==> src/sv/pts_pkg.sv <==
// Shared types and constants for the plane traverse solver.
// No dependencies; imported by every module of the block.
package pts_pkg;

    localparam int OUT_W      = 38;
    localparam int GUARD_BITS = 4;
    localparam int IN_DATA_W  = 128;
    localparam int OUT_DATA_W = 136;

    localparam logic [31:0] GAIN_Q32     = 32'h9B74EDA8;
    localparam logic [31:0] HALF_TURN    = 32'h80000000;
    localparam logic [31:0] QUARTER_TURN = 32'h40000000;
    localparam logic [20:0] AS_TURN      = 21'd1296000;
    localparam logic [20:0] AS_DEG       = 21'd3600;
    localparam logic [20:0] AS_MIN       = 21'd60;

    // control that rides along the pipeline
    typedef struct packed {
        logic valid;
        logic inv;
        logic zero;
    } ctl_t;

    // atan(2^-i) as a 32-bit phase
    function automatic logic [31:0] atan_phase(input int idx);
        logic [31:0] r;
        case (idx)
            0:  r = 32'h20000000;
            1:  r = 32'h12E4051E;
            2:  r = 32'h09FB385B;
            3:  r = 32'h051111D4;
            4:  r = 32'h028B0D43;
            5:  r = 32'h0145D7E1;
            6:  r = 32'h00A2F61E;
            7:  r = 32'h00517C55;
            8:  r = 32'h0028BE53;
            9:  r = 32'h00145F2F;
            10: r = 32'h000A2F98;
            11: r = 32'h000517CC;
            12: r = 32'h00028BE6;
            13: r = 32'h000145F3;
            14: r = 32'h0000A2F9;
            15: r = 32'h0000517D;
            16: r = 32'h000028BE;
            17: r = 32'h0000145F;
            18: r = 32'h00000A30;
            19: r = 32'h00000518;
            20: r = 32'h0000028C;
            21: r = 32'h00000146;
            22: r = 32'h000000A3;
            23: r = 32'h00000051;
            24: r = 32'h00000029;
            25: r = 32'h00000014;
            26: r = 32'h0000000A;
            27: r = 32'h00000005;
            28: r = 32'h00000003;
            29: r = 32'h00000001;
            30: r = 32'h00000001;
            default: r = 32'h00000000;
        endcase
        return r;
    endfunction

endpackage

==> src/sv/pts_prep.sv <==
// Front end: bearing to phase, gain-scaled distance, point differences.
// Three register stages feeding the CORDIC chain. Uses pts_pkg.
module pts_prep #(
    parameter int COORD_BITS = 21,
    parameter int FRAC_BITS  = 16,
    parameter int W          = 47
) (
    input  logic                         clk,
    input  logic                         rst_n,
    input  logic                         en,
    input  logic                         in_valid,
    input  logic                         mode,
    input  logic signed [COORD_BITS-1:0] x_a,
    input  logic signed [COORD_BITS-1:0] y_a,
    input  logic signed [COORD_BITS-1:0] x_b,
    input  logic signed [COORD_BITS-1:0] y_b,
    input  logic [19:0]                  dist_in,
    input  logic [8:0]                   deg_in,
    input  logic [5:0]                   min_in,
    input  logic [5:0]                   sec_in,
    output pts_pkg::ctl_t                ctl_out,
    output logic signed [W-1:0]          x_out,
    output logic signed [W-1:0]          y_out,
    output logic [31:0]                  z_out,
    output logic signed [COORD_BITS-1:0] xa_out,
    output logic signed [COORD_BITS-1:0] ya_out
);
    import pts_pkg::*;

    localparam int F = FRAC_BITS + GUARD_BITS;
    // 2^32/1296000 = 3314 + 23296/1296000; the fraction reduces to (a*364+10125)/20250
    localparam logic [30:0] PH_REC = 31'(((64'd1 << 45) / 64'd20250) + 64'd1);

    // stage 1
    ctl_t                        ctl1_reg;
    logic [20:0]                 a1_reg;
    logic [51:0]                 dk1_reg;
    logic signed [COORD_BITS:0]  dx1_reg, dy1_reg;
    logic signed [COORD_BITS-1:0] xa1_reg, ya1_reg;
    logic [20:0]                 a_sum;

    // stage 2
    ctl_t                        ctl2_reg;
    logic [59:0]                 pr2_reg;
    logic [31:0]                 pa2_reg;
    logic [51:0]                 dk2_reg;
    logic signed [COORD_BITS:0]  dx2_reg, dy2_reg;
    logic signed [COORD_BITS-1:0] xa2_reg, ya2_reg;
    logic [28:0]                 n2;

    // stage 3
    ctl_t                        ctl3_reg;
    logic signed [W-1:0]         x3_reg, y3_reg;
    logic [31:0]                 z3_reg;
    logic signed [COORD_BITS-1:0] xa3_reg, ya3_reg;
    logic [31:0]                 p3, pm3;
    logic signed [W-1:0]         x0f, dxw, dyw;
    logic signed [W-1:0]         x_next, y_next;
    logic [31:0]                 z_next;

    always_comb
    begin
        a_sum = 21'(deg_in) * AS_DEG + 21'(min_in) * AS_MIN + 21'(sec_in);
        n2    = 29'(a1_reg) * 29'd364 + 29'd10125;
        p3    = pa2_reg + 32'(pr2_reg[59:45]);
        pm3   = p3 - QUARTER_TURN;
        x0f   = W'(dk2_reg >> (32 - F));
        dxw   = W'(dx2_reg) <<< F;
        dyw   = W'(dy2_reg) <<< F;
        if (ctl2_reg.inv)
        begin
            if (dx2_reg[COORD_BITS])
            begin
                x_next = -dxw;
                y_next = -dyw;
                z_next = HALF_TURN;
            end
            else
            begin
                x_next = dxw;
                y_next = dyw;
                z_next = '0;
            end
        end
        else
        begin
            y_next = '0;
            if (!pm3[31])
            begin
                x_next = -x0f;
                z_next = p3 - HALF_TURN;
            end
            else
            begin
                x_next = x0f;
                z_next = p3;
            end
        end
    end

    always_ff @(posedge clk or negedge rst_n)
    begin
        if (!rst_n)
        begin
            ctl1_reg <= '0;
            ctl2_reg <= '0;
            ctl3_reg <= '0;
        end
        else if (en)
        begin
            ctl1_reg.valid <= in_valid;
            ctl1_reg.inv   <= mode;
            ctl1_reg.zero  <= 1'b0;
            ctl2_reg.valid <= ctl1_reg.valid;
            ctl2_reg.inv   <= ctl1_reg.inv;
            ctl2_reg.zero  <= (dx1_reg == '0) && (dy1_reg == '0);
            ctl3_reg       <= ctl2_reg;
        end
    end

    always_ff @(posedge clk)
    begin
        if (en)
        begin
            a1_reg  <= (a_sum >= AS_TURN) ? a_sum - AS_TURN : a_sum;
            dk1_reg <= 52'(dist_in) * 52'(GAIN_Q32);
            dx1_reg <= (COORD_BITS+1)'(x_b) - (COORD_BITS+1)'(x_a);
            dy1_reg <= (COORD_BITS+1)'(y_b) - (COORD_BITS+1)'(y_a);
            xa1_reg <= x_a;
            ya1_reg <= y_a;

            pr2_reg <= 60'(n2) * 60'(PH_REC);
            pa2_reg <= 32'(a1_reg) * 32'd3314;
            dk2_reg <= dk1_reg;
            dx2_reg <= dx1_reg;
            dy2_reg <= dy1_reg;
            xa2_reg <= xa1_reg;
            ya2_reg <= ya1_reg;

            x3_reg  <= x_next;
            y3_reg  <= y_next;
            z3_reg  <= z_next;
            xa3_reg <= xa2_reg;
            ya3_reg <= ya2_reg;
        end
    end

    assign ctl_out = ctl3_reg;
    assign x_out   = x3_reg;
    assign y_out   = y3_reg;
    assign z_out   = z3_reg;
    assign xa_out  = xa3_reg;
    assign ya_out  = ya3_reg;

endmodule

==> config.mk <==
export PLATFORM = sky130hd
export DESIGN_NAME = pts_prep
export DESIGN_NICKNAME = d
export VERILOG_FILES = /design/src/sv/pts_pkg.sv /design/src/sv/pts_prep.sv
export SDC_FILE = /design/constraint.sdc
export NUM_CORES = 2
export LEC_CHECK = 0
export BUFFER_PORTS_ARGS = -buffer_cell sky130_fd_sc_hd__buf_4
export CAP_MARGIN = 20
export CORE_MARGIN = 3
export CORE_UTILIZATION = 40
export DETAILED_ROUTE_END_ITERATION = 10
export GPL_ROUTABILITY_DRIVEN = 0
export SLEW_MARGIN = 30
export SYNTH_ARGS = -nofsm -noshare
export SYNTH_HDL_FRONTEND = slang
export SYNTH_SLANG_ARGS = --single-unit
==> constraint.sdc <==
create_clock -name clk -period 11.5 [get_ports clk]
set_clock_uncertainty 0.2 [all_clocks]
set_input_delay 1.15 -clock clk [delete_from_list [all_inputs] [get_ports clk]]
set_output_delay 1.15 -clock clk [all_outputs]
set_load 0.01 [all_outputs]
==> flow_metrics.tcl <==
set metrics [dict create \
    cts-hold-fix-buffers 0 \
    ys.flop_type "edfxtp_1" \
    viasPerCell 5.03 \
    htree_levels 2 \
    place_hpwl_um 112000 \
    finalCritPeriodShare 1.01 \
    endpoint_kind "register" \
    row_count 133 \
    ys_seq_area_frac 0.266 \
    nets 7089 \
    slew_headroom 0.381 \
    tns_ns -0.0643 \
    clkSinkCount 475 \
    clock_latency_ns 0.65 \
    synth_top_area_cell "edfxtp_1" \
    path_max_fanout 6 \
    final_cells 7242 \
    ioPinCount 301 \
    cts_tree "built" \
    core_region_area_mm2 0.132 \
    finalSetupViolations 2 \
    arrival_ns 11.77 \
    die_area_mm2 0.138 \
    multi_input_area_mm2 0.0356 \
    cts-root-buf "clkbuf_16" \
    cpLargestDelayFamily "adder cells" \
    synth-edff-count 467 \
    drt-pass1-iter-count 5 \
    fp.dieH_um 372 \
    grt_pass1_wl_um 209000 \
    worstPathRequired_ns 11.70 \
    antenna_found_initial 6 \
    fill_cells 12242 \
    critPathSlowestCell "or4_4" \
    drv_cap 0 \
    hold_viol 0 \
    crit_top_cell "fa_1" \
    critPathKind "reg2reg" \
    dpl_worst_slack_ns -0.398 \
    violations "negative setup slack" \
    synthCells 4878 \
    grt_pass1_vias 37634 \
    drive_gt1_frac 0.150 \
    largest_register_ffs 47 \
    dp.cells 7110 \
    via_count 36401 \
    cp_num_buf_inv 10 \
    ant_nets 0 \
    timing.fmax_mhz 86.5 \
    post-synth-top-count-cell "inv_1" \
    cts_buffers 53 \
    syn-cell-area_mm2 0.0534 \
    ys_types 95 \
    fin_ws_ns -0.0624 \
    portBuffers 280 \
    synth_area_leaders "edfxtp_1 26%, fa_1 24%, ha_1 21%" \
    num_antenna_cells 0 \
    grt_use_total 0.194 \
    cpPeakStageDelay_ns 0.57 \
    fp.dieW_um 372 \
    register_area_mm2 0.0142 \
    yosys_warnings 0 \
    drt-total-wl_um 133000 \
    drt_iter0_drc 2062 \
    cts.path.max_buffers 3 \
    drc 0 \
    report.final.slew_viol_count 0 \
    rsz0062_at_grt "yes" \
    async_reset_ff_frac 0.0168 \
    yosys-top-cells-count "1104 x inv_1, 887 x ha_1, 629 x fa_1" \
    area_delta_synth_final_pct 16.7 \
    cp-start-kind "register" \
    hold_class "in2async" \
    avgSynthCellArea_um2 11.0 \
    synth-seq-cells 475 \
    grt_start_max_net_pins 97 \
    clk_pin_slew_ns 0.06 \
    holdWs_ns 0.139 \
    start_util 0.404 \
    overflow 0 \
    worst_pin_slew_ns 0.928 \
    wire_per_inst_um 18.3 \
    status "complete, but fails checks" \
    fin_crit_ns 11.56 \
    synth_top_area_frac 0.262 \
]
==> layer usage <==
| layer | routed length (um) | GRT usage | part of all wire | up-vias |
|---|---|---|---|---|
| met5 | 0 | 0 | 0 | - |
| met3 | 6190 | 0.0223 | 0.047 | 187 |
| met1 | 60700 | 0.270 | 0.46 | 17876 |
| met2 | 61300 | 0.316 | 0.46 | 810 |
| met4 | 4670 | 0.0640 | 0.035 | 0 |
| li1 | - | - | - | 17528 |
==> stage by stage <==
step / utilization / area (um^2)
4_1_cts: 0.469 / 62000
3_3_place_gp: 0.451 / 59600
2_1_floorplan: - / 53700
3_5_place_dp: 0.451 / 59600
5_1_grt: 0.472 / 62400
6_report: 0.472 / 62400
==> cells by family (layout without fill, tap and decap cells) <==
kind of cell | Yosys count | in the layout | share of synthesized area
adder cells (fa/ha/maj) | 1516 | 1516 | 0.443
buffers and inverters | 1167 | 1757 | 0.0835
AND/OR/NAND/NOR | 752 | 752 | 0.0732
AO/OA/AOI/OAI | 691 | 691 | 0.0876
flip-flops | 475 | 475 | 0.266
XOR/XNOR | 254 | 254 | 0.0418
multiplexers | 22 | 22 | 0.00447
other | 1 | 20 | 0.0000702
==> worst paths after layout <==
check	from	to	slack, ns	cells past startpoint
worst max-delay path	a1_reg[5]	pr2_reg[58]	-0.06	42
worst min-delay path	rst_n	ctl1_reg[2]	0.14	1
worst max register to register	a1_reg[5]	pr2_reg[58]	-0.06	42
worst min register to register	dk1_reg[23]	dk2_reg[23]	0.20	0
max in group asynchronous	rst_n	ctl2_reg[1]	10.79	1
min in group clk	dk1_reg[23]	dk2_reg[23]	0.20	0
==> cell type report <==
| class | count | area share |
|---|---|---|
| flip-flops and latches | 475 | 0.228 |
| inverters | 1104 | 0.0664 |
| multi-input cells | 3255 | 0.571 |
| clock inverters | 41 | 0.00987 |
| well taps | 1755 | 0.0352 |
| repair buffers | 554 | 0.0679 |
| clock buffers | 58 | 0.0216 |
==> layout by cell type (no fill, tap or decap), types with 52 or more instances in the layout <==
cell type  synthesis  routed
nor2_1           176     174
edfxtp_1         467     467
o21ai_0          104      96
nand3_1           54      52
inv_1           1104    1087
a21o_1            79      79
ha_1             887     858
xnor2_1          165     159
fa_1             629     619
xor2_1            88      85
nand2_1          137     136
buf_4             20     544
a21oi_1          172     161
nor3_1            76      72
clkbuf_16          0      53
==> worst reg2reg max path, delay by kind of cell (launching register included) <==
kind	cells	cell delay [ns]
compound gates	9	1.50
simple gates	7	2.37
buf+inv	10	0.68
fa+ha+maj	14	5.77
xor+xnor	2	0.31
flops	1	0.50
==> what timing repair did <==
| item | in CTS | in global routing |
|---|---|---|
| pin swaps | 65 | 40 |
| setup buffers | 18 | 15 |
| setup endpoints to repair | 9 | 12 |
| resized for setup | 52 | 63 |
Power is not shown: default switching activity piles up to over one toggle a cycle in this logic, so the estimate is an artifact.
