$ cat src/sv/pts_pkg.sv
// Shared types and constants for the plane traverse solver.
// No dependencies; imported by every module of the block.
package pts_pkg;

    localparam int OUT_W      = 38;
    localparam int GUARD_BITS = 4;
    localparam int IN_DATA_W  = 128;
    localparam int OUT_DATA_W = 136;

    localparam logic [31:0] GAIN_Q32     = 32'h9B74EDA8;
    localparam logic [31:0] HALF_TURN    = 32'h80000000;
    localparam logic [31:0] QUARTER_TURN = 32'h40000000;
    localparam logic [20:0] AS_TURN      = 21'd1296000;
    localparam logic [20:0] AS_DEG       = 21'd3600;
    localparam logic [20:0] AS_MIN       = 21'd60;

    // control that rides along the pipeline
    typedef struct packed {
        logic valid;
        logic inv;
        logic zero;
    } ctl_t;

    // atan(2^-i) as a 32-bit phase
    function automatic logic [31:0] atan_phase(input int idx);
        logic [31:0] r;
        case (idx)
            0:  r = 32'h20000000;
            1:  r = 32'h12E4051E;
            2:  r = 32'h09FB385B;
            3:  r = 32'h051111D4;
            4:  r = 32'h028B0D43;
            5:  r = 32'h0145D7E1;
            6:  r = 32'h00A2F61E;
            7:  r = 32'h00517C55;
            8:  r = 32'h0028BE53;
            9:  r = 32'h00145F2F;
            10: r = 32'h000A2F98;
            11: r = 32'h000517CC;
            12: r = 32'h00028BE6;
            13: r = 32'h000145F3;
            14: r = 32'h0000A2F9;
            15: r = 32'h0000517D;
            16: r = 32'h000028BE;
            17: r = 32'h0000145F;
            18: r = 32'h00000A30;
            19: r = 32'h00000518;
            20: r = 32'h0000028C;
            21: r = 32'h00000146;
            22: r = 32'h000000A3;
            23: r = 32'h00000051;
            24: r = 32'h00000029;
            25: r = 32'h00000014;
            26: r = 32'h0000000A;
            27: r = 32'h00000005;
            28: r = 32'h00000003;
            29: r = 32'h00000001;
            30: r = 32'h00000001;
            default: r = 32'h00000000;
        endcase
        return r;
    endfunction

endpackage

$ cat src/sv/pts_post.sv
// Back end: rounding, saturation, gain correction, phase to deg/min/sec.
// Three register stages after the CORDIC chain. Uses pts_pkg.
module pts_post #(
    parameter int COORD_BITS = 21,
    parameter int FRAC_BITS  = 16,
    parameter int W          = 47
) (
    input  logic                         clk,
    input  logic                         rst_n,
    input  logic                         en,
    input  pts_pkg::ctl_t                ctl_in,
    input  logic signed [W-1:0]          x_in,
    input  logic signed [W-1:0]          y_in,
    input  logic [31:0]                  z_in,
    input  logic signed [COORD_BITS-1:0] xa_in,
    input  logic signed [COORD_BITS-1:0] ya_in,
    output logic                         valid,
    output logic [pts_pkg::OUT_W-1:0]    x_out,
    output logic [pts_pkg::OUT_W-1:0]    y_out,
    output logic [pts_pkg::OUT_W-1:0]    dist_out,
    output logic [8:0]                   deg_out,
    output logic [5:0]                   min_out,
    output logic [5:0]                   sec_out
);
    import pts_pkg::*;

    localparam int SW = W + 2;
    localparam int EW = ((SW > OUT_W) ? SW : OUT_W) + 1;
    localparam logic signed [EW-1:0] SMAX = {{(EW-OUT_W+1){1'b0}}, {(OUT_W-1){1'b1}}};
    localparam logic signed [EW-1:0] SMIN = ~SMAX;
    localparam logic [22:0] DEG_REC = 23'(((64'd1 << 34) / 64'd3600) + 64'd1);
    localparam logic [14:0] MIN_REC = 15'(((64'd1 << 20) / 64'd60) + 64'd1);

    // stage 1
    ctl_t              ctl1_reg;
    logic [OUT_W-1:0]  xo1_reg, yo1_reg;
    logic [W-1:0]      ph1_reg;
    logic [31:0]       pl1_reg;
    logic [20:0]       as1_reg;
    logic signed [W-1:0]  xr, yr;
    logic signed [SW-1:0] sx, sy;
    logic signed [EW-1:0] ex, ey;
    logic [W-1:0]      xc;
    logic [63:0]       pl_full;
    logic [52:0]       as_full;

    // stage 2
    ctl_t              ctl2_reg;
    logic [OUT_W-1:0]  xo2_reg, yo2_reg, do2_reg;
    logic [20:0]       as2_reg;
    logic [8:0]        dg2_reg;
    logic [W:0]        m2;
    logic [W:0]        r2;
    logic [20:0]       asw;
    logic [43:0]       dq;

    // stage 3
    ctl_t              ctl3_reg;
    logic [OUT_W-1:0]  xo3_reg, yo3_reg, do3_reg;
    logic [8:0]        dg3_reg;
    logic [5:0]        mn3_reg, sc3_reg;
    logic [11:0]       rem;
    logic [26:0]       mq;
    logic [5:0]        mn;
    logic [11:0]       sc;

    always_comb
    begin
        xr = (x_in + W'(8)) >>> GUARD_BITS;
        yr = (y_in + W'(8)) >>> GUARD_BITS;
        sx = SW'(xr) + (SW'(xa_in) <<< FRAC_BITS);
        sy = SW'(yr) + (SW'(ya_in) <<< FRAC_BITS);
        ex = EW'(sx);
        ey = EW'(sy);
        xc = x_in[W-1] ? '0 : x_in;
        pl_full = 64'(xc[31:0]) * 64'(GAIN_Q32);
        as_full = 53'(z_in) * 53'(AS_TURN) + 53'(HALF_TURN);

        m2  = (W+1)'(ph1_reg) + (W+1)'(pl1_reg);
        r2  = (m2 + (W+1)'(8)) >> GUARD_BITS;
        asw = (as1_reg >= AS_TURN) ? '0 : as1_reg;
        dq  = 44'(asw) * 44'(DEG_REC);

        rem = 12'(as2_reg - 21'(dg2_reg) * AS_DEG);
        mq  = 27'(rem) * 27'(MIN_REC);
        mn  = mq[25:20];
        sc  = rem - 12'(mn) * 12'(AS_MIN);
    end

    always_ff @(posedge clk or negedge rst_n)
    begin
        if (!rst_n)
        begin
            ctl1_reg <= '0;
            ctl2_reg <= '0;
            ctl3_reg <= '0;
        end
        else if (en)
        begin
            ctl1_reg <= ctl_in;
            ctl2_reg <= ctl1_reg;
            ctl3_reg <= ctl2_reg;
        end
    end

    always_ff @(posedge clk)
    begin
        if (en)
        begin
            if (ex > SMAX)
                xo1_reg <= SMAX[OUT_W-1:0];
            else if (ex < SMIN)
                xo1_reg <= SMIN[OUT_W-1:0];
            else
                xo1_reg <= ex[OUT_W-1:0];
            if (ey > SMAX)
                yo1_reg <= SMAX[OUT_W-1:0];
            else if (ey < SMIN)
                yo1_reg <= SMIN[OUT_W-1:0];
            else
                yo1_reg <= ey[OUT_W-1:0];
            // floor(x*K) split at bit 32 into two narrow products
            ph1_reg <= W'(xc[W-1:32]) * W'(GAIN_Q32);
            pl1_reg <= pl_full[63:32];
            as1_reg <= as_full[52:32];

            xo2_reg <= xo1_reg;
            yo2_reg <= yo1_reg;
            do2_reg <= (r2 > (W+1)'({OUT_W{1'b1}})) ? {OUT_W{1'b1}} : r2[OUT_W-1:0];
            as2_reg <= asw;
            dg2_reg <= dq[42:34];

            xo3_reg <= xo2_reg;
            yo3_reg <= yo2_reg;
            do3_reg <= do2_reg;
            dg3_reg <= dg2_reg;
            mn3_reg <= mn;
            sc3_reg <= sc[5:0];
        end
    end

    // unused fields of each mode, and coincident points, read as zero
    always_comb
    begin
        valid    = ctl3_reg.valid;
        x_out    = ctl3_reg.inv ? '0 : xo3_reg;
        y_out    = ctl3_reg.inv ? '0 : yo3_reg;
        dist_out = (ctl3_reg.inv && !ctl3_reg.zero) ? do3_reg : '0;
        deg_out  = (ctl3_reg.inv && !ctl3_reg.zero) ? dg3_reg : '0;
        min_out  = (ctl3_reg.inv && !ctl3_reg.zero) ? mn3_reg : '0;
        sec_out  = (ctl3_reg.inv && !ctl3_reg.zero) ? sc3_reg : '0;
    end

endmodule
$ cat config.mk
export PLATFORM = sky130hd
export DESIGN_NAME = pts_post
export DESIGN_NICKNAME = d
export VERILOG_FILES = /design/src/sv/pts_pkg.sv /design/src/sv/pts_post.sv
export SDC_FILE = /design/constraint.sdc
export NUM_CORES = 2
export LEC_CHECK = 0
export BUFFER_PORTS_ARGS = -buffer_cell sky130_fd_sc_hd__clkbuf_2
export CAP_MARGIN = 20
export CELL_PAD_IN_SITES_DETAIL_PLACEMENT = 0
export CELL_PAD_IN_SITES_GLOBAL_PLACEMENT = 1
export CORE_MARGIN = 4
export CORE_UTILIZATION = 47
export CTS_CLUSTER_SIZE = 14
export DETAILED_ROUTE_END_ITERATION = 12
export GPL_TIMING_DRIVEN = 0
export HOLD_SLACK_MARGIN = 0.05
export PLACE_DENSITY = 0.85
export SYNTH_ARGS = -nofsm -noshare
export SYNTH_HDL_FRONTEND = slang
export SYNTH_SLANG_ARGS = --single-unit
$ cat constraint.sdc
create_clock -name clk -period 7.6 [get_ports clk]
set_clock_uncertainty 0.15 [all_clocks]
set_input_delay 0.76 -clock clk [delete_from_list [all_inputs] [get_ports clk]]
set_output_delay 0.76 -clock clk [all_outputs]
set_load 0.02 [all_outputs]
==> impl_metrics.json <==
{
  "outcome": "finished with violations",
  "failed_checks": "negative setup slack",
  "worstPathMaxFanout": 5,
  "routed_wl_um": 152000,
  "hpwl_um": 130000,
  "grt_pass1_wl_um": 242000,
  "die_x_um": 373,
  "grt_pass1_vias": 43500,
  "hold_start": "ctl_in[2]",
  "ys_top_cells_by_count": "1251 x inv_1, 1095 x ha_1, 919 x fa_1, 439 x edfxtp_1, 220 x nand2_1",
  "rsz0062_at_grt": "yes",
  "finalCoreUtilization": 0.537,
  "endpoint_kind": "flop",
  "cts_sinks": 448,
  "synth_nets": 7862,
  "initialDrtViolationCount": 2268,
  "io_buffers": 306,
  "clkTransAtPathRegs_ps": 60,
  "grt_antenna_before_repair": 14,
  "yosysSeqAreaShare": 0.215,
  "drv_slew": 0,
  "final_nets": 8371,
  "clk_latency_ps": 630,
  "grt-ovfl-total": 0,
  "grt_max_degree": 128,
  "largest_reg_flops": 43,
  "setup_viol": 24,
  "path_delay_family": "adder cells",
  "die_area_um2": 139000,
  "max_freq_mhz": 121,
  "drc": 0,
  "critPathKind": "primary input to flop",
  "tightestPinTransition_ps": 1210,
  "period_minus_slack_ps": 8290,
  "core_area_um2": 132000,
  "fin_crit_sh": 1.09,
  "synth_top_area_frac": 0.294,
  "reg2reg_from": "as1_reg[11]",
  "initial_core_util": 0.474,
  "wire_per_inst_um": 19.1,
  "num-fill-cells": 11500,
  "viasPerCell": 5.20,
  "track_usage": 0.220,
  "hold_violations": 0,
  "crit_path_start": "x_in[46]",
  "cts_inserted_buffers": 47,
  "ys_warn_count": 0,
  "cp_data_arrival_time_ps": 8500,
  "cts_tree": "done",
  "synth_area_leader_cell": "fa_1",
  "cpPeakStageDelay_ps": 590,
  "synth.ff_latch_count": 448,
  "synth_area_um2": 62500,
  "slew_headroom": 0.171,
  "synth_flop_cell": "edfxtp_1",
  "netlist_top_cells_area": "fa_1 29%, ha_1 22%, edfxtp_1 21%",
  "fin_ws_ps": -687,
  "antenna_left": 0,
  "drv_cap": 0,
  "place_congestion": 0.968,
  "vias": 41500,
  "cp.required_ps": 7810,
  "firstDrtPassIters": 7,
  "slowest_stage": "fa_1",
  "synth_edf_count": 439,
  "postSynthAreaPerCell_um2": 11.0,
  "cts-root-buf": "clkbuf_16",
  "rows": 133,
  "critPathMostFrequentCell": "fa_1",
  "cts_max_path_buffers": 3,
  "cp_num_buf_inv": 8,
  "die_height_um": 373,
  "synth.most_common_cell": "inv_1",
  "htree_num_levels": 2,
  "area_growth_pct": 13.2,
  "pin_count": 310,
  "async_reset_ff_frac": 0.0201,
  "synthCells": 5674,
  "crit_path_start_kind": "primary input",
  "hp-class": "primary input to flop",
  "drive_gt1_frac": 0.135,
  "yosysUniqueCellTypes": 101
}
## cells by family (layout without fill, tap and decap cells)
kind of cell,Yosys count,after routing,synth area share
fa+ha+maj,2014,2014,0.514
mux,14,14,0.00244
other cells,0,9,0
buf+inv,1316,1862,0.0795
simple gates,935,935,0.0778
flops,448,448,0.215
xor+xnor,290,290,0.0406
compound gates,657,657,0.0715
## per-layer routing
layer | vias to the layer above | track usage | part of all wire
li1 | 19700 | - | -
met1 | 20600 | 0.318 | 0.45
met2 | 1018 | 0.350 | 0.46
met3 | 202 | 0.0354 | 0.068
met4 | 2 | 0.0516 | 0.024
met5 | - | 0 | 0.000072
## per-stage QoR
stage	instance area [um^2]	instances	TNS [ps]	setup WS, ps	hold WS [ps]
global placement	66600	7735	-716570	-2400	251
finish	70700	7984	-11610	-687	218
CTS	69300	7880	-9830	-677	165
global route	70700	7980	-15400	-869	204
floorplan	62900	5674	-7150	-603	250
detailed placement	66700	7739	-79970	-2460	255
## cell type report
| type | count | area, um^2 | share of cell area |
|---|---|---|---|
| clock inverter | 33 | 364 | 0.00515 |
| multi-input combinational | 3910 | 45400 | 0.641 |
| buffer | 63 | 352 | 0.00497 |
| antenna | 9 | 22.5 | 0.000318 |
| timing repair buffer | 460 | 2970 | 0.0420 |
| tap | 1755 | 2200 | 0.0310 |
| inverter | 1253 | 4870 | 0.0688 |
| sequential | 448 | 13400 | 0.190 |
| clock buffer | 53 | 1200 | 0.0169 |
## cells in the final DEF (no fill, tap or decap), types with 132 or more instances in the layout
| cell type | count |
|---|---|
| buf_4 | 132 |
| edfxtp_1 | 439 |
| xnor2_1 | 181 |
| inv_1 | 1202 |
| a21oi_1 | 165 |
| clkbuf_2 | 304 |
| nand2_1 | 211 |
| nor2_1 | 151 |
| ha_1 | 1060 |
| fa_1 | 904 |
## worst paths after layout
check                                    to  slack, ps  cells past startpoint
min in group asynchronous             valid        360                      2
max in group asynchronous       ctl3_reg[0]       6760                      2
worst max register to register   dg2_reg[8]        210                     30
worst min register to register  do3_reg[12]        240                      0
worst min-delay path            ctl1_reg[2]        220                      2
worst max-delay path            pl1_reg[30]       -690                     29
## timing repair
| action | in CTS | in global routing |
|---|---|---|
| cloned | 1 | 1 |
| setup buffers | 53 | 95 |
| resized for setup | 125 | 173 |
| hold buffers | 1 | 0 |
| endpoints found under the hold margin | 9 | 0 |
| setup endpoints to repair | 50 | 48 |
| pin swaps | 40 | 63 |
Power is not shown: default switching activity piles up to over one toggle a cycle in this logic, so the estimate is an artifact.
