$ cat src/sv/pts_pkg.sv
// Shared types and constants for the plane traverse solver.
// No dependencies; imported by every module of the block.
package pts_pkg;

    localparam int OUT_W      = 38;
    localparam int GUARD_BITS = 4;
    localparam int IN_DATA_W  = 128;
    localparam int OUT_DATA_W = 136;

    localparam logic [31:0] GAIN_Q32     = 32'h9B74EDA8;
    localparam logic [31:0] HALF_TURN    = 32'h80000000;
    localparam logic [31:0] QUARTER_TURN = 32'h40000000;
    localparam logic [20:0] AS_TURN      = 21'd1296000;
    localparam logic [20:0] AS_DEG       = 21'd3600;
    localparam logic [20:0] AS_MIN       = 21'd60;

    // control that rides along the pipeline
    typedef struct packed {
        logic valid;
        logic inv;
        logic zero;
    } ctl_t;

    // atan(2^-i) as a 32-bit phase
    function automatic logic [31:0] atan_phase(input int idx);
        logic [31:0] r;
        case (idx)
            0:  r = 32'h20000000;
            1:  r = 32'h12E4051E;
            2:  r = 32'h09FB385B;
            3:  r = 32'h051111D4;
            4:  r = 32'h028B0D43;
            5:  r = 32'h0145D7E1;
            6:  r = 32'h00A2F61E;
            7:  r = 32'h00517C55;
            8:  r = 32'h0028BE53;
            9:  r = 32'h00145F2F;
            10: r = 32'h000A2F98;
            11: r = 32'h000517CC;
            12: r = 32'h00028BE6;
            13: r = 32'h000145F3;
            14: r = 32'h0000A2F9;
            15: r = 32'h0000517D;
            16: r = 32'h000028BE;
            17: r = 32'h0000145F;
            18: r = 32'h00000A30;
            19: r = 32'h00000518;
            20: r = 32'h0000028C;
            21: r = 32'h00000146;
            22: r = 32'h000000A3;
            23: r = 32'h00000051;
            24: r = 32'h00000029;
            25: r = 32'h00000014;
            26: r = 32'h0000000A;
            27: r = 32'h00000005;
            28: r = 32'h00000003;
            29: r = 32'h00000001;
            30: r = 32'h00000001;
            default: r = 32'h00000000;
        endcase
        return r;
    endfunction

endpackage

$ cat src/sv/pts_cell.sv
// One CORDIC iteration cell, rotation or vectoring per item.
// Uses pts_pkg for the control struct and the arctangent table.
module pts_cell #(
    parameter int STAGE      = 0,
    parameter int W          = 47,
    parameter int COORD_BITS = 21
) (
    input  logic                         clk,
    input  logic                         rst_n,
    input  logic                         en,
    input  pts_pkg::ctl_t                ctl_in,
    input  logic signed [W-1:0]          x_in,
    input  logic signed [W-1:0]          y_in,
    input  logic [31:0]                  z_in,
    input  logic signed [COORD_BITS-1:0] xa_in,
    input  logic signed [COORD_BITS-1:0] ya_in,
    output pts_pkg::ctl_t                ctl_out,
    output logic signed [W-1:0]          x_out,
    output logic signed [W-1:0]          y_out,
    output logic [31:0]                  z_out,
    output logic signed [COORD_BITS-1:0] xa_out,
    output logic signed [COORD_BITS-1:0] ya_out
);
    import pts_pkg::*;

    localparam logic [31:0] ANGLE = atan_phase(STAGE);

    ctl_t                         ctl_reg;
    logic signed [W-1:0]          x_reg, y_reg;
    logic [31:0]                  z_reg;
    logic signed [COORD_BITS-1:0] xa_reg, ya_reg;
    logic signed [W-1:0]          xs, ys;
    logic                         up;

    always_comb
    begin
        xs = x_in >>> STAGE;
        ys = y_in >>> STAGE;
        // vectoring: y >= 0; rotation: z < 0
        up = ctl_in.inv ? ~y_in[W-1] : z_in[31];
    end

    always_ff @(posedge clk or negedge rst_n)
    begin
        if (!rst_n)
            ctl_reg <= '0;
        else if (en)
            ctl_reg <= ctl_in;
    end

    always_ff @(posedge clk)
    begin
        if (en)
        begin
            if (up)
            begin
                x_reg <= x_in + ys;
                y_reg <= y_in - xs;
                z_reg <= z_in + ANGLE;
            end
            else
            begin
                x_reg <= x_in - ys;
                y_reg <= y_in + xs;
                z_reg <= z_in - ANGLE;
            end
            xa_reg <= xa_in;
            ya_reg <= ya_in;
        end
    end

    assign ctl_out = ctl_reg;
    assign x_out   = x_reg;
    assign y_out   = y_reg;
    assign z_out   = z_reg;
    assign xa_out  = xa_reg;
    assign ya_out  = ya_reg;

endmodule

$ cat config.mk
export PLATFORM = sky130hd
export DESIGN_NAME = pts_cell
export DESIGN_NICKNAME = d
export VERILOG_FILES = /design/src/sv/pts_pkg.sv /design/src/sv/pts_cell.sv
export SDC_FILE = /design/constraint.sdc
export NUM_CORES = 1
export LEC_CHECK = 0
export BUFFER_PORTS_ARGS = -buffer_cell sky130_fd_sc_hd__buf_2
export CAP_MARGIN = 40
export CORE_MARGIN = 10
export CORE_UTILIZATION = 50
export DETAILED_ROUTE_END_ITERATION = 8
export PLACE_DENSITY = 0.84
export SLEW_MARGIN = 10
export SYNTH_ARGS = -nofsm -noshare
export SYNTH_HDL_FRONTEND = slang
export SYNTH_SLANG_ARGS = --single-unit
$ cat constraint.sdc
create_clock -name clk -period 1.01 [get_ports clk]
set_clock_uncertainty 0.05 [all_clocks]
set_input_delay 0.202 -clock clk [delete_from_list [all_inputs] [get_ports clk]]
set_output_delay 0.202 -clock clk [all_outputs]
set_load 0.02 [all_outputs]
==> metrics, run 1 <==
Distinct cells, synth=74; GRT Util Overall=0.715; Err=[ERROR GRT-0232] Routing congestion too high. Check the congestion heatmap in the GUI.; Inst Count DP=roughly 2700; Worst EP kind=register input; mean post-synth cell area=8.96 um^2; GPL Wtd Cong=between 1 and 1.5; CTS root buffer=clkbuf_16; clk sinks=170; register bit total from synthesis=170; Initial Util=0.509; Area after DPL=about 21000 um^2; worst endpoint from the post-global-route timing repair=x_out[22]$_DFFE_PP_/D; Halt Stage=global routing (5_1_grt); Post-Syn Area=between 10000 and 15000 um^2; yosys warns=0; Async S/R FF share, synth=0.0176; status=aborted with a tool error; number of synthesized flops with an enable pin=around 170; total gr overflow=110; Syn Nets=roughly 1800; die height=approximately 190 um; Most used DFF post-synth=edfxtp_1; Mapped Cells=approximately 1500; IO Count=between 300 and 400; die width=between 150 and 200 um; number of port buffers=344; CTS buffer count=17; final HPWL from detailed placement=51.1 mm; Site Rows=60; register area share after synthesis=0.371; clock buffer depth=2; largest net degree at the start of global routing=47; # H-tree levels=4
==> stage by stage <==
step | worst slack, ns | setup TNS, ns | hold WS (ns) | utilization
after CTS | -1.53 | -146.02 | 0.0123 | 0.880
after global placement | -2.18 | -159.37 | -0.0430 | 0.777
after floorplan | -1.58 | -106.16 | -0.144 | -
after detailed placement | -2.20 | -164.81 | -0.0414 | 0.777
==> cells by family after synthesis <==
group	count (synthesis)	synth area share
mux	24	0.0178
compound gates	524	0.235
buf+inv	210	0.0596
flops	170	0.371
xor+xnor	93	0.0594
simple gates	367	0.125
fa+ha+maj	142	0.132
==> cells in the mapped netlist, types with 5 or more instances <==
cell       number  area, um^2
o21bai_1       21         158
o211ai_1       21         158
o21ai_1         8        40.0
mux2i_1        21         210
edfxtp_1      167        5010
a221o_1         5        50.1
a31oi_1         6        37.5
a21oi_1       195         976
xor2_1         14         123
nand3_1        20         100
o311ai_1        5        43.8
buf_1           7        26.3
nor3_1         25         125
nand2b_1        6        37.5
o21a_1         24         180
nand2_1       102         383
or3_1           8        50.1
nor2_1        129         484
buf_2          17        85.1
nor2b_1        17         106
a2111oi_0       6        52.6
nand4_1        18         113
a21o_1         19         143
a21boi_0        7        52.6
clkbuf_1       36         135
xnor2_1        79         692
ha_1          138        1730
o21ai_0       120         601
o31ai_1        14         105
o221ai_1        6        52.6
inv_1         143         537
nor4_1         10        62.6
or2_2           5        31.3
and3_1          5        31.3
a211oi_1       20         150
==> layer usage <==
| metal | track usage | overflow |
|---|---|---|
| met5 | 0.285 | 0 |
| met4 | 0.705 | 48 |
| met3 | 0.609 | 3 |
| met2 | 0.871 | 58 |
| met1 | 0.690 | 1 |
==> timing repair <==
| item | CTS |
|---|---|
| setup endpoints to repair | 265 |
| gates resized for setup | 277 |
| endpoints found under the hold margin | 76 |
| hold buffers | 74 |
| setup buffers | 48 |
| pin swaps | 116 |
| gates cloned | 0 |
==> run 2, diff against run 1 <==
--- a/config.mk
+++ b/config.mk
@@ -8,9 +8,9 @@
 export BUFFER_PORTS_ARGS = -buffer_cell sky130_fd_sc_hd__buf_2
 export CAP_MARGIN = 40
 export CORE_MARGIN = 10
-export CORE_UTILIZATION = 50
+export CORE_UTILIZATION = 35
 export DETAILED_ROUTE_END_ITERATION = 8
-export PLACE_DENSITY = 0.84
+export PLACE_DENSITY_LB_ADDON = 0.15
 export SLEW_MARGIN = 10
 export SYNTH_ARGS = -nofsm -noshare
 export SYNTH_HDL_FRONTEND = slang
==> run 2 against run 1 <==
Against the previous run:
- the flow now finishes, with violations (negative setup slack)
- synthesized area unchanged
- synthesized cell count unchanged
==> metrics, run 2 <==
status=finished with violations; failing checks=negative setup slack; pwr dens=roughly 1200 nW/um^2; IO Count=between 300 and 400; vias per inst=about 5.2; share of Yosys cell area claimed by the top area cell type=0.366; CTS buffer count=17; number of synthesized flops with an enable pin=approximately 170; Most used DFF post-synth=edfxtp_1; design area=between 20000 and 30000 um^2; yosys warns=0; number of global-route vias before repair=approximately 17000; First-pass DRT Iterations=5; clk sinks=170; Slew @ Worst Pin=between 0.6 and 0.7 ns; total gr overflow=0; # DRC=0; initial DRC count=1260; clk slew on worst S/H paths=0.08 ns; critical path class=primary input to register; antenna-violating nets left=0; TritonCTS clock tree=done; Max-Cap Viols=0; Layout area overhead=92.1%; Final period util=2.52; CTS root buffer=clkbuf_16; Core Footprint=~39000 um^2; switching portion of total power=0.372; Post-Syn Area=~14000 um^2; drt wl/cell=between 20 and 25 um; Leak Pwr=between 10 and 15 nW; Crit path required time=between 1 and 1.5 ns; die width=approximately 220 um; die height=approximately 220 um; min-delay worst type=primary input to register; mean post-synth cell area=around 9 um^2; RSZ-0062 raised after global routing=yes; GPL Wtd Cong=just under 1; Syn Nets=about 1800; commonest cells after routing, fill and taps aside=buf_4 (615), buf_6 (236), edfxtp_1 (167), buf_2 (154), a21oi_1 (129); list of most frequent post-synthesis cells=a21oi_1 (195), edfxtp_1 (167), inv_1 (143); Initial Util=0.354; layout cells sized above 1=0.538; slowest stage delay, CP=between 0.3 and 0.4 ns; register area share after synthesis=0.371; Clk network pwr share=0.209; crit path time final=~2.5 ns; most common cell after layout, fill and taps aside=buf_4; main area contributors after synthesis=edfxtp_1 (37%), ha_1 (13%), a21oi_1 (7.1%); final wirelength=between 60 and 70 mm; Clock Latency Late Sink=0.47 ns; Mapped Cells=1530; Crit. End Element=register; clock buffer depth=2; GRT Util Overall=0.274; Largest register FFs=47; initial antenna violation count=5; final HPWL from detailed placement=~52 mm; CP arrival=between 2 and 3 ns; # nets final=a little under 3000; worst vdd ir=1.32 mV; Max Slew Vio Count=0; global-route wire length before repair=between 100 and 150 mm; # H-tree levels=4; register bit total from synthesis=170; worst rel slew slack=0.589; worst path cell trace=buf_8 -> buf_6 -> ha_4 -> fa_2 -> nand2b_4 -> a21oi_4 -> o311ai_4 -> a211o_1 -> nor3b_4 -> o221ai_2 -> buf_4 -> a21oi_2 -> a31oi_1 -> xnor2_1; Area after DPL=~21000 um^2; die area=between 40000 and 50000 um^2; Seq pwr share=0.292; final setup fails=265; Final Hold Viols=0; Worst setup SP type=primary input; Async S/R FF share, synth=0.0176; Yosys top cell by area=edfxtp_1; sw power=12.2 mW; fill count=around 3000; combinational share of power=0.499; Max Clock Freq=393 MHz; Distinct cells, synth=74; Worst path slowest cell=fa_2; DR vias=roughly 16000; Site Rows=72; number of port buffers=344; internal power=slightly above 20 mW; most numerous cell in the Yosys netlist=a21oi_1; Setup WS post-layout=-1.53 ns; largest net degree at the start of global routing=24; setup tns final=-153.85 ns; worst-path maximum fanout=3
-- run 2: cell counts after synthesis --
No cell type changed its count.
-- run 2: power by group through the flow --
stage / logic, mW / clock network (mW) / registers, mW
final: 16.4 / 6.87 / 9.60
after global routing: 17.3 / 7.21 / 9.67
after CTS: 15.4 / 6.85 / 9.51
after detailed placement: 12.7 / 0 / 9.49
after global placement: 12.7 / 0 / 9.47
after floorplan: 4.95 / 0 / 10.7
-- run 2: final timing paths --
| path | start | to | slack [ns] | cells past startpoint |
|---|---|---|---|---|
| max | x_in[0] | y_out[44] | -1.53 | 14 |
| min | ctl_in[1] | ctl_out[1] | 0.03 | 3 |
| max reg2reg | ctl_out[0] | ctl_out[0] | 0.02 | 2 |
| min reg2reg | ctl_out[2] | ctl_out[2] | 0.50 | 1 |
| max in group asynchronous | rst_n | ctl_out[1] | 0.14 | 3 |
| min in group asynchronous | rst_n | ctl_out[2] | 0.61 | 3 |
-- run 2: through the flow --
stage | hold slack, ns | util | setup slack, ns | std cells | total power, mW
global placement | -0.0443 | 0.552 | -2.20 | 2949 | 22.2
global route | 0.0326 | 0.680 | -1.63 | 3134 | 34.2
floorplan | -0.144 | - | -1.58 | 1530 | 15.6
CTS | 0.0367 | 0.657 | -1.49 | 3112 | 31.7
detailed placement | -0.0417 | 0.552 | -2.17 | 2949 | 22.2
finish | 0.0347 | 0.680 | -1.53 | 3136 | 32.9
-- run 2: per-layer routing --
metal  GRT usage  share of wire  vias up
met5           0        0.00019        -
met4      0.0963          0.030        2
met3      0.0585          0.064      112
met2       0.465           0.49      634
met1       0.336           0.42     7950
li1            -              -     7675
-- run 2: kinds of logic after synthesis --
family / after synthesis / share of synthesized area
buffers and inverters: 210 / 0.0596
multiplexers: 24 / 0.0178
adder cells (fa/ha/maj): 142 / 0.132
AO/OA/AOI/OAI: 524 / 0.235
AND/OR/NAND/NOR: 367 / 0.125
flip-flops: 170 / 0.371
XOR/XNOR: 93 / 0.0594
-- run 2: final cells by class --
| type | instances | area [um^2] | share of cell area |
|---|---|---|---|
| Antenna cell | 5 | 12.5 | 0.000475 |
| Clock buffer | 18 | 429 | 0.0163 |
| Clock inverter | 14 | 154 | 0.00584 |
| Inverter | 148 | 621 | 0.0236 |
| Multi-Input combinational cell | 1150 | 9990 | 0.379 |
| Sequential cell | 170 | 5090 | 0.193 |
| Tap cell | 518 | 648 | 0.0246 |
| Timing Repair Buffer | 1113 | 9400 | 0.357 |
-- run 2: critical path, delay by kind of cell --
family	cells	cell delay (ns)
adder cells (fa/ha/maj)	2	0.51
AND/OR/NAND/NOR	2	0.34
buffers and inverters	3	0.41
XOR/XNOR	1	0.09
AO/OA/AOI/OAI	6	1.17
-- run 2: what timing repair did --
action	in CTS	in global routing
cloned	1	0
gates resized for setup	568	211
hold buffers	75	0
setup buffers	65	28
endpoints found under the setup margin	265	265
endpoints found under the hold margin	76	0
pin swaps	144	103
Power figures use the tool's default switching activity.
